`src/hdl/bpfa_pkg.sv`:
```
`timescale 1ns / 1ps
// ---------------------------------------------------------------------------
// Bitmap page frame allocator package
// Shared address width, controller states and the command and status groups.
// ---------------------------------------------------------------------------
package bpfa_pkg;

  localparam int ADDR_W = 27;

  typedef enum logic [3:0] {
    ST_CLEAR,
    ST_IDLE,
    ST_FREE_RD,
    ST_FREE_WR,
    ST_SCAN,
    ST_BASE,
    ST_RESULT,
    ST_MISS
  } bpfa_state_e;

  typedef struct packed {
    logic ptr_clr;
    logic ptr_inc;
    logic wr_zero;
    logic addr_load;
    logic rd_free;
    logic wr_set;
    logic rd_scan;
    logic wr_take;
    logic base_mul;
    logic out_load_hit;
    logic out_load_miss;
  } bpfa_cmd_t;

  typedef struct packed {
    logic free_oob;
    logic ptr_last;
    logic ptr_end;
    logic rd_vld;
    logic scan_hit;
  } bpfa_sts_t;

endpackage

```
`src/hdl/bpfa_ctrl.sv`:
```
`timescale 1ns / 1ps
// ---------------------------------------------------------------------------
// Allocator controller
// Sequences the clearing pass, the free path and the allocation scan.
// ---------------------------------------------------------------------------
module bpfa_ctrl import bpfa_pkg::*; (
  input  logic      clk_i,
  input  logic      rst_ni,
  input  logic      in_valid_i,
  input  logic      in_mode_i,
  output logic      in_ready_o,
  input  logic      out_ready_i,
  output logic      out_valid_o,
  input  bpfa_sts_t sts_i,
  output bpfa_cmd_t cmd_o
);

  bpfa_state_e state_q, state_d;
  logic        out_vld_q, out_vld_d;
  logic        out_free;

  assign out_free    = !out_vld_q || out_ready_i;
  assign in_ready_o  = (state_q == ST_IDLE);
  assign out_valid_o = out_vld_q;

  always_ff @(posedge clk_i or negedge rst_ni) begin
    if (!rst_ni) begin
      state_q   <= ST_CLEAR;
      out_vld_q <= 1'b0;
    end else begin
      state_q   <= state_d;
      out_vld_q <= out_vld_d;
    end
  end

  always_comb begin
    state_d   = state_q;
    cmd_o     = '0;
    out_vld_d = out_vld_q && !out_ready_i;
    case (state_q)
      ST_CLEAR: begin
        cmd_o.wr_zero = 1'b1;
        cmd_o.ptr_inc = 1'b1;
        if (sts_i.ptr_last) begin
          state_d = ST_IDLE;
        end
      end
      ST_IDLE: begin
        if (in_valid_i) begin
          if (in_mode_i) begin
            cmd_o.ptr_clr = 1'b1;
            state_d       = ST_SCAN;
          end else begin
            cmd_o.addr_load = 1'b1;
            state_d         = ST_FREE_RD;
          end
        end
      end
      ST_FREE_RD: begin
        // Pages past the end of the map are dropped without a write.
        if (sts_i.free_oob) begin
          state_d = ST_IDLE;
        end else begin
          cmd_o.rd_free = 1'b1;
          state_d       = ST_FREE_WR;
        end
      end
      ST_FREE_WR: begin
        cmd_o.wr_set = 1'b1;
        state_d      = ST_IDLE;
      end
      ST_SCAN: begin
        // Each cycle checks the word read in the previous cycle and issues the
        // next read; a hit stops the scan before another read is issued.
        if (sts_i.scan_hit) begin
          cmd_o.wr_take = 1'b1;
          state_d       = ST_BASE;
        end else if (sts_i.ptr_end && !sts_i.rd_vld) begin
          state_d = ST_MISS;
        end else if (!sts_i.ptr_end) begin
          cmd_o.rd_scan = 1'b1;
          cmd_o.ptr_inc = 1'b1;
        end
      end
      ST_BASE: begin
        cmd_o.base_mul = 1'b1;
        state_d        = ST_RESULT;
      end
      ST_RESULT: begin
        if (out_free) begin
          cmd_o.out_load_hit = 1'b1;
          out_vld_d          = 1'b1;
          state_d            = ST_IDLE;
        end
      end
      ST_MISS: begin
        if (out_free) begin
          cmd_o.out_load_miss = 1'b1;
          out_vld_d           = 1'b1;
          state_d             = ST_IDLE;
        end
      end
      default: begin
        state_d = ST_IDLE;
      end
    endcase
  end

endmodule

```
`config.mk`:
```
export PLATFORM = sky130hd
export DESIGN_NAME = bpfa_ctrl
export DESIGN_NICKNAME = d
export VERILOG_FILES = /design/src/hdl/bpfa_pkg.sv /design/src/hdl/bpfa_ctrl.sv
export SDC_FILE = /design/constraint.sdc
export NUM_CORES = 1
export LEC_CHECK = 0
export BUFFER_PORTS_ARGS = -buffer_cell sky130_fd_sc_hd__buf_2
export CAP_MARGIN = 20
export CORE_AREA = 10 10 47 49
export CTS_CLUSTER_SIZE = 8
export DETAILED_ROUTE_END_ITERATION = 16
export DIE_AREA = 0 0 57 59
export PLACE_DENSITY_LB_ADDON = 0.3
export SLEW_MARGIN = 20
export SYNTH_ARGS = -nofsm -noshare
export SYNTH_HDL_FRONTEND = slang
export SYNTH_SLANG_ARGS = --single-unit
```
`constraint.sdc`:
```
create_clock -name clk_i -period 1.34 [get_ports clk_i]
set_input_delay 0.067 -clock clk_i [delete_from_list [all_inputs] [get_ports clk_i]]
set_output_delay 0.067 -clock clk_i [all_outputs]
set_load 0.005 [all_outputs]
```
# After elaboration in Yosys (flattened, before gate mapping)
# Index checks and enable logic that the tools add are counted.
dict set report op_classes {
  n_eq_ne 11
  mux 30
  reduce_logical 9
}
# cell n
set op_table {}
lappend op_table {{4-bit case mux with 6 select lines} 1}
lappend op_table {{1-bit two-way mux} 20}
lappend op_table {{4-bit two-way mux} 5}
lappend op_table {{4-bit by 3-bit == test with 1-bit output, second input constant} 4}
lappend op_table {{4-bit by 2-bit == test with 1-bit output, second input constant} 2}
lappend op_table {{4-bit by 1-bit == test with 1-bit output, second input constant} 1}
lappend op_table {{4-bit zero test} 1}
lappend op_table {{2-bit two-way mux} 2}
lappend op_table {{2-bit inequality test, second input constant} 2}
lappend op_table {{4-bit AND reduction} 1}
lappend op_table {{1-bit zero test} 3}
lappend op_table {{3-bit two-way mux} 1}
lappend op_table {{3-bit inequality test, second input constant} 1}
lappend op_table {{1-bit logical AND} 2}
lappend op_table {{2-bit by 1-bit inequality test with 1-bit output, second input constant} 1}
lappend op_table {{1-bit case mux with 2 select lines} 1}
lappend op_table {{2-bit OR reduction} 1}
lappend op_table {{1-bit logical OR} 1}
dict set report totals {
  regBits 5
  in_bits 10
  out_inout_bits 13
}

# Logic depth before layout (Yosys ltp)
# Gate-level depths: netlist (run 1).
dict set report depth {
  depth_word 5
  mapped_depth 5
  ltp_nobuf 4
}

# Least setup slack after synthesis (run 1)
# Ideal clock, no wire load.
dict set report synth_timing {
  path_kind {reg2reg}
  start {reg state_q[0]}
  end {reg state_q[0]}
  t_arrival_ns 1.150
  setup_slack_ns 0.057
  stages_incl_launch_ff 5
  n_path_buf 0
  synth_period_minus_slack_ns 1.283
  cell_sequence {dfrtp_1 nand2b_4 or4_4 a21oi_2 a221oi_1}
}
dict set report synth_via {
  elab_chain_cells 4
  elab_cells_between_ends 14
  classes_between {10 x eq/ne; 1 x mux; 3 x reduce/logical}
}
# element line
set synth_lines {}
lappend synth_lines {{start: declaration} bpfa_ctrl.sv:18} ;# bpfa_state_e state_q, state_d;
lappend synth_lines {{start signal: assignment} bpfa_ctrl.sv:31} ;# state_q <= state_d;
lappend synth_lines {{4-bit by 3-bit == test with 1-bit output} bpfa_ctrl.sv:40} ;# case (state_q)
lappend synth_lines {{2-bit OR reduction (no source line)} --}
lappend synth_lines {{2-bit by 1-bit inequality test with 1-bit output (no source line)} --}
lappend synth_lines {{4-bit AND reduction (no source line)} --}
# Parallel ways exist; a longest one is shown, timed or not.
# A chain may end at the register's enable or synchronous reset.

==> results of run 1 <==
-- timing repair --
| action | in CTS | in global routing |
|---|---|---|
| hold buffers | 1 | 0 |
| setup endpoints to repair | 6 | 7 |
| gates resized for setup | 8 | 2 |
| pin swaps | 5 | 7 |
| buffers inserted | 4 | 0 |
| endpoints found under the hold margin | 4 | 0 |
-- state kept, by name, indices dropped and copies added (netlist names) --
| signal | cells |
|---|---|
| state_q | 3 |
| out_valid_o | 1 |
-- cell usage after synthesis, types with 2 or more instances --
master	number
nor2b_1	3
o21ai_0	2
buf_2	2
and3_1	2
dfrtp_1	4
nor2_1	5
a21oi_1	2
nand2_1	5
nand2b_1	2
-- report_power, final --
part | switching (mW) | total (mW) | internal (mW)
clock network | 0.0455 | 0.145 | 0.0999
registers | 0.0449 | 0.221 | 0.176
logic | 0.414 | 0.876 | 0.461
total | 0.505 | 1.24 | 0.737
-- per-layer routing --
| layer | up-vias | track usage | part of all wire |
|---|---|---|---|
| li1 | 223 | - | - |
| met1 | 208 | 0.08244 | 0.43 |
| met2 | 15 | 0.1178 | 0.50 |
| met3 | 0 | 0.02146 | 0.068 |
| met4 | 0 | 0.03020 | 0 |
| met5 | - | 0 | 0 |
-- stage by stage --
stage	TNS, ps	power [mW]	utilization
2_1_floorplan	0	0.6198	-
3_5_place_dp	0	0.9074	0.3670
6_report	0	1.242	0.4482
4_1_cts	-25.05	1.241	0.4455
5_1_grt	-180.0	1.350	0.4482
3_3_place_gp	0	0.9024	0.3670
-- worst paths after layout --
| check | slack [ps] | cells after the start | endpoint |
|---|---|---|---|
| setup / recovery | 20 | 4 | cmd_o[9] |
| hold / removal | 90 | 2 | state_q[0]$_DFFE_PN0P_ |
| setup reg to reg | 40 | 5 | state_q[0]$_DFFE_PN0P_ |
| hold reg to reg | 550 | 2 | out_valid_o$_DFF_PN0_ |
| max in group asynchronous | 1040 | 2 | state_q[2]$_DFFE_PN0P_ |
| min in group asynchronous | 170 | 2 | out_valid_o$_DFF_PN0_ |
-- layout by cell type (no fill, tap or decap), drive strengths merged, types with 2 or more instances in the layout --
cell type,n
clkbuf,3
dfrtp,4
nor2b,3
nand2,5
nor2,5
buf,31
o21ai,3
inv,2
nand2b,3
a21oi,3
and3,2
-- layout make-up --
cell class	count	area share
Timing Repair Buffer	32	0.3247
Sequential cell	4	0.1614
Clock buffer	3	0.03586
Inverter	2	0.01195
Tap cell	16	0.03187
Multi-Input combinational cell	36	0.4343
-- kinds of logic after synthesis --
kind of cell / count (synthesis) / synth area share
compound gates: 10 / 0.1886
buf+inv: 5 / 0.07116
flops: 4 / 0.2847
simple gates: 26 / 0.4555
==> impl_metrics.ini, run 1 <==
[outcome]
status = completed

[global_routing]
gr-total-overflow = 0
grt_pass1_vias = 510
grt_usage = 0.07103
grt_max_degree = 12
grt_pass1_wl_um = 2049
antenna_found_initial = 0

[floorplan]
num_rows = 14
core_um2 = 1401
io_pins = 23
start_util = 0.2509
die_area_um2 = 3363
die_y_um = 59
die_w_um = 57

[cells_and_area]
final_area_um2 = 628.1
drive_gt1_frac = 0.5844
fin_cells = 93
regArea_um2 = 101.3
multi_input_area_um2 = 272.8
diodes = 0
nets = 89
fillCellCount = 155
areaGrowthSynthToFinish_pct = 78.65

[timing]
finalHoldViolations = 0
drv_slew = 0
fmaxAchievable_mhz = 755.2
rsz0062_at_grt = yes
final-setup-viol-count = 0
min_period_ps = 1324
max_slew_margin = 0.8447
post-route-period-util = 0.9882
holdWs_ps = 94.21
tightest_slew_ps = 232.3
finClkSkew_ps = 2.245
layout_setup_ws_ps = 15.81

[route]
routedWlPerCell_um = 12.99
ant_nets = 0
drtPass1Iterations = 4
drt_wl_total_um = 1208
drc = 0
vias = 446
drt_iter0_drc = 3
vias_per_cell = 4.796

[setup_path]
crit_buf_inv = 2
path_cells = buf_12 > nor4_4 > or2_1 > buf_2
cp-startpoint = state_q[1]$_DFFE_PN0P_
critPathArrivalTime_ps = 1260
endpoint_kind = output pin
worstReg2RegStart = state_q[1]$_DFFE_PN0P_
slowest_stage = dfrtp_1
cp_max_fo = 6
path_delay_family = flip-flops
cpPeakStageDelay_ps = 400
startpoint_type = register
path_class = reg2out
required_ps = 1270

[clock_network]
clock_latency_ps = 230
h-tree-depth = 1
cts_buffers = 3
cts_buffer_depth = 2
root_buffer = clkbuf_4
clock_sinks = 4
cts_tree = done
clkTransAtPathRegs_ps = 30

[power_and_ir_drop]
p_per_area_nw_per_um2 = 1978
ir_worst_vdd_v = 0.0009497
leakagePower_nw = 0.3166

[hold_path]
hold_class = in2reg
hp-start = in_valid_i

[synthesis]
synth_nets = 55
synth_area_um2 = 351.6
synth_cell_types = 27
syn_avg_cell_area_um2 = 7.813
seq_area_frac_synth = 0.2847
synthTopCellsByArea = dfrtp_1, nand2_1, nor2_1, nor2b_1, nor4b_2
yosysTopAreaCellShare = 0.2847
synth-edff-count = 0
ys.flop_type = dfrtp_1
yosys_warnings = 0
postSynthCellCount = 45
yosysTopAreaCell = dfrtp_1
ys_ff_latch = 4
synth_async_sr_flop_share = 1.000

[placed_design]
postPlaceCellArea_um2 = 514.2
dp_slack_ps = 29.59
numPortBuffers = 22
dp_cells = 85
hpwlAfterDp_um = 944.6
place.gp.congestion = 0.8216

[flow_run]
maxCapViolations = 0
Note: power is estimated with default switching activity, not from simulation.
==> run 2: changes to the inputs <==
- REMOVE_ABC_BUFFERS: default -> 1
==> impl_metrics.ini, run 2 (same netlist as run 1, synthesis figures left out) <==
[global_routing]
grt_pass1_wl_um = 2346
antenna_found_initial = 0
grt_max_degree = 12
gr-total-overflow = 0
grt_usage = 0.08456
grt_pass1_vias = 533

[hold_path]
hp-start = in_valid_i
worstHoldEndpoint = state_q[0]$_DFFE_PN0P_
timing.hold.worst_path_depth = 2
hold_class = in2reg

[cells_and_area]
diodes = 0
final_area_um2 = 686.9
layout_common_cells = buf_2, buf_4, nand2_1, buf_6
final_common_cell = buf_2
fin_cells = 98
largest_reg_flops = 3
nets = 94
drive_gt1_frac = 0.6585
max_flop_register = state_q
areaGrowthSynthToFinish_pct = 95.37

[flow_run]
maxCapViolations = 0

[timing]
tightest_slew_ps = 276.1
post-route-period-util = 1.019
drv_slew = 0
max_slew_margin = 0.8153
rsz0062_at_grt = yes
min_period_ps = 1366
finalHoldViolations = 0
fmaxAchievable_mhz = 732.2
layout_setup_ws_ps = -25.70
finClkSkew_ps = 5.547
final-setup-viol-count = 3
fin_setup_tns_ps = -43.99

[route]
drt_wl_total_um = 1414
met1Wirelength_um = 573
highest_layer = met4
drt_iter0_drc = 6
routedWlPerCell_um = 14.43
drtPass1Iterations = 4
dr_wl_met3_um = 140
vias = 486
drc = 0
dr_wl_met2_um = 678
vias_per_cell = 4.959
ant_nets = 0

[placed_design]
postPlaceCellArea_um2 = 516.7
dp_cells = 87
place.gp.congestion = 0.7300
numPortBuffers = 22
hpwlAfterDp_um = 1044

[power_and_ir_drop]
comb_power_share = 0.721
power.net_switching_mw = 0.5741
leakagePower_nw = 0.3478
intPower_mw = 0.8220
power_frac_seq = 0.168
pwr-share-clk = 0.111
switching_share = 0.4112
p_per_area_nw_per_um2 = 2032
ir_worst_vdd_v = 0.0008988

[setup_path]
path_class = reg2out
cp_max_fo = 4
critPathArrivalTime_ps = 1300
rrSetupSlack_ps = 10
r2r_cells = 3
required_ps = 1270
worst-path-stages = 4
startpoint_type = register
slowest_stage = dfrtp_2
crit_buf_inv = 2
endpoint_kind = output pin
path_cells = buf_6 > nor4_4 > or2_1 > buf_2
cpPeakStageDelay_ps = 440
worstReg2RegStart = state_q[1]$_DFFE_PN0P_
r2r_end = state_q[0]$_DFFE_PN0P_
path_delay_family = flip-flops

[clock_network]
cts_tree = done
h-tree-depth = 1
clock_sinks = 4
root_buffer = clkbuf_4
clkTransAtPathRegs_ps = 40
clock_latency_ps = 240
cts_buffer_depth = 2
cts_buffers = 3

[floorplan]
die_w_um = 57
num_rows = 14
io_pins = 23
start_util = 0.2509
core_um2 = 1401
die_y_um = 59
die_area_um2 = 3363

[outcome]
status = finished with violations
failed_checks = setup timing
-- run 2: cell count changes in the layout (fill, tap and decap cells not counted), sizes merged --
cell / previous run / this run
buf: 31 / 36
-- run 2: metrics by stage --
step	power, mW	setup slack [ps]	hold WS [ps]	util
floorplan	0.5788	-92.30	-228.6	-
global placement	0.9194	8.194	-121.3	0.3688
detailed placement	0.9210	12.38	-115.2	0.3688
CTS	1.299	-50.96	79.22	0.4545
global route	1.508	-128.1	108.9	0.4902
finish	1.396	-25.70	91.98	0.4902
-- run 2: layer usage --
metal,vias to the layer above,GRT usage
li1,236,-
met3,2,0.03219
met4,0,0.05034
met5,-,0
met2,19,0.1395
met1,229,0.08993
-- run 2: how the worst max path moves through the flow --
stage                        endpoint                    from
4_1_cts                      cmd_o[9]  state_q[1]$_DFFE_PN0P_
5_1_grt                      cmd_o[7]  state_q[1]$_DFFE_PN0P_
6_report                     cmd_o[9]  state_q[1]$_DFFE_PN0P_
3_5_place_dp   state_q[1]$_DFFE_PN0P_  state_q[0]$_DFFE_PN0P_
2_1_floorplan  state_q[0]$_DFFE_PN0P_  state_q[0]$_DFFE_PN0P_
3_3_place_gp   state_q[1]$_DFFE_PN0P_  state_q[0]$_DFFE_PN0P_
-- run 2: worst reg2reg max path: stages (launching register included) --
cell and delay, ps:
dfrtp_2 440, or4_4 570, a21oi_2 150, a221oi_1 50
-- run 2: final cells by class --
type	instances	area, um2
fillers	155	714.4
inverters	2	7.507
well taps	16	20.02
flip-flops and latches	4	101.3
multi-input cells	36	291.5
clock buffers	3	22.52
repair buffers	37	244.0
-- run 2: what timing repair did --
| item | in CTS | in global routing |
|---|---|---|
| gates cloned | 0 | 0 |
| setup buffers | 4 | 3 |
| pin swaps | 7 | 4 |
| hold endpoints to repair | 4 | 0 |
| setup endpoints to repair | 7 | 10 |
| resized for setup | 10 | 8 |
| hold buffers | 1 | 0 |
-- run 2: power groups by stage --
stage / clock [mW] / combinational [mW] / sequential (mW)
5_1_grt: 0.168 / 1.10 / 0.239
4_1_cts: 0.163 / 0.909 / 0.226
3_5_place_dp: 0 / 0.698 / 0.223
6_report: 0.155 / 1.01 / 0.235
2_1_floorplan: 0 / 0.294 / 0.285
3_3_place_gp: 0 / 0.698 / 0.222
==> run 3: changes to the inputs <==
- ABC_CLOCK_PERIOD_IN_PS: default -> 1400
- clock period: 1.34 -> 1.4 ns (I/O delays scaled with it)
==> impl_metrics.ini, run 3 (same netlist as run 1, synthesis figures left out) <==
[hold_path]
timing.hold.worst_path_depth = 2
worstHoldEndpoint = state_q[0]$_DFFE_PN0P_
hp-start = in_valid_i
hold_class = in2reg

[power_and_ir_drop]
leakagePower_nw = 0.3087
power_mw = 1.172
ir_worst_vdd_v = 0.0007138
p_per_area_nw_per_um2 = 1920

[route]
drt_iter0_drc = 5
drtPass1Iterations = 4
drc = 0
ant_nets = 0
drt_wl_total_um = 1255
routedWlPerCell_um = 13.64
vias_per_cell = 4.848
vias = 446

[timing]
rsz0062_at_grt = yes
post-route-period-util = 0.9763
final-setup-viol-count = 0
tightest_slew_ps = 236.3
min_period_ps = 1367
max_slew_margin = 0.8420
finClkSkew_ps = 2.310
finalHoldViolations = 0
fmaxAchievable_mhz = 731.6
drv_slew = 0

[cells_and_area]
final_area_um2 = 610.6
final_common_cell = buf_2
largest_reg_flops = 3
drive_gt1_frac = 0.5921
fillCellCount = 151
fin_cells = 92
layout_common_cells = buf_2, buf_4, nand2_1
nets = 88
diodes = 0
areaGrowthSynthToFinish_pct = 73.67
fin_util = 0.4357
regArea_um2 = 101.3
max_flop_register = state_q
multi_input_area_um2 = 275.3

[floorplan]
start_util = 0.2509
die_area_um2 = 3363
num_rows = 14
io_pins = 23
die_w_um = 57
die_y_um = 59
core_um2 = 1401

[setup_path]
worstReg2RegStart = state_q[1]$_DFFE_PN0P_
required_ps = 1330
endpoint_kind = output pin
rrSetupSlack_ps = 40
critPathArrivalTime_ps = 1300
cp_max_fo = 8
startpoint_type = register
path_class = reg2out
r2r_end = state_q[0]$_DFFE_PN0P_
r2r_cells = 4

[global_routing]
antenna_found_initial = 0
grt_pass1_vias = 438
grt_max_degree = 12
grt_usage = 0.07372
gr-total-overflow = 0
grt_pass1_wl_um = 1959

[clock_network]
clock_latency_ps = 240
clock_sinks = 4
h-tree-depth = 1
cts_buffer_depth = 2
cts_buffers = 3
root_buffer = clkbuf_4
clkTransAtPathRegs_ps = 40
cts_tree = done

[placed_design]
place.gp.congestion = 0.8835
postPlaceCellArea_um2 = 501.7
numPortBuffers = 22
dp_cells = 85
hpwlAfterDp_um = 964.6

[outcome]
status = completed

[flow_run]
maxCapViolations = 0
==> run 3: through the flow <==
stage | hold WS, ps | setup TNS, ps | setup WS, ps
6_report | 92.59 | 0 | 33.22
5_1_grt | 130.0 | -59.87 | -50.51
4_1_cts | 82.67 | 0 | 4.678
3_5_place_dp | -116.5 | 0 | 79.63
3_3_place_gp | -118.3 | 0 | 87.92
2_1_floorplan | -225.6 | -38.79 | -32.30
==> run 3: routing by layer <==
| layer | track usage | vias to the layer above | part of all wire | wire length [um] |
|---|---|---|---|---|
| met5 | 0 | - | 0 | 0 |
| met4 | 0.07047 | 0 | 0.0080 | 10 |
| met3 | 0.02146 | 2 | 0.086 | 108 |
| met2 | 0.09922 | 21 | 0.44 | 551 |
| met1 | 0.08993 | 202 | 0.47 | 584 |
| li1 | - | 221 | - | - |
==> run 3: repair_timing <==
| item | CTS | global route |
|---|---|---|
| setup buffers | 0 | 3 |
| hold endpoints to repair | 4 | 0 |
| hold buffers | 1 | 0 |
| resized for setup | 6 | 5 |
| pin swaps | 0 | 3 |
| endpoints found under the setup margin | 4 | 3 |
==> run 3: critical path: stages (launching register included) <==
cell and delay (ps):
dfrtp_1 380, buf_6 150, nand2b_4 150, nor2_4 120, nand2_2 60, nor2_2 80
buf_2 120
==> run 3: where the power goes <==
part           internal, mW  switching, mW  total [mW]
Clock                0.0965         0.0566       0.153
Combinational         0.403          0.407       0.810
Sequential            0.169         0.0402       0.209
==> run 3: worst max path at each step <==
stage | start | to | cells after the start
global route | state_q[1]$_DFFE_PN0P_ | cmd_o[7] | 6
CTS | state_q[2]$_DFFE_PN0P_ | cmd_o[6] | 3
global placement | state_q[0]$_DFFE_PN0P_ | state_q[1]$_DFFE_PN0P_ | 4
finish | state_q[1]$_DFFE_PN0P_ | cmd_o[7] | 6
detailed placement | state_q[0]$_DFFE_PN0P_ | state_q[0]$_DFFE_PN0P_ | 4
floorplan | state_q[0]$_DFFE_PN0P_ | state_q[0]$_DFFE_PN0P_ | 4
==> run 3: final cells by class <==
class / instances / area share
Multi-Input combinational cell: 36 / 0.4508
Timing Repair Buffer: 31 / 0.3012
Sequential cell: 4 / 0.1660
Clock buffer: 3 / 0.03689
Tap cell: 16 / 0.03279
Inverter: 2 / 0.01230
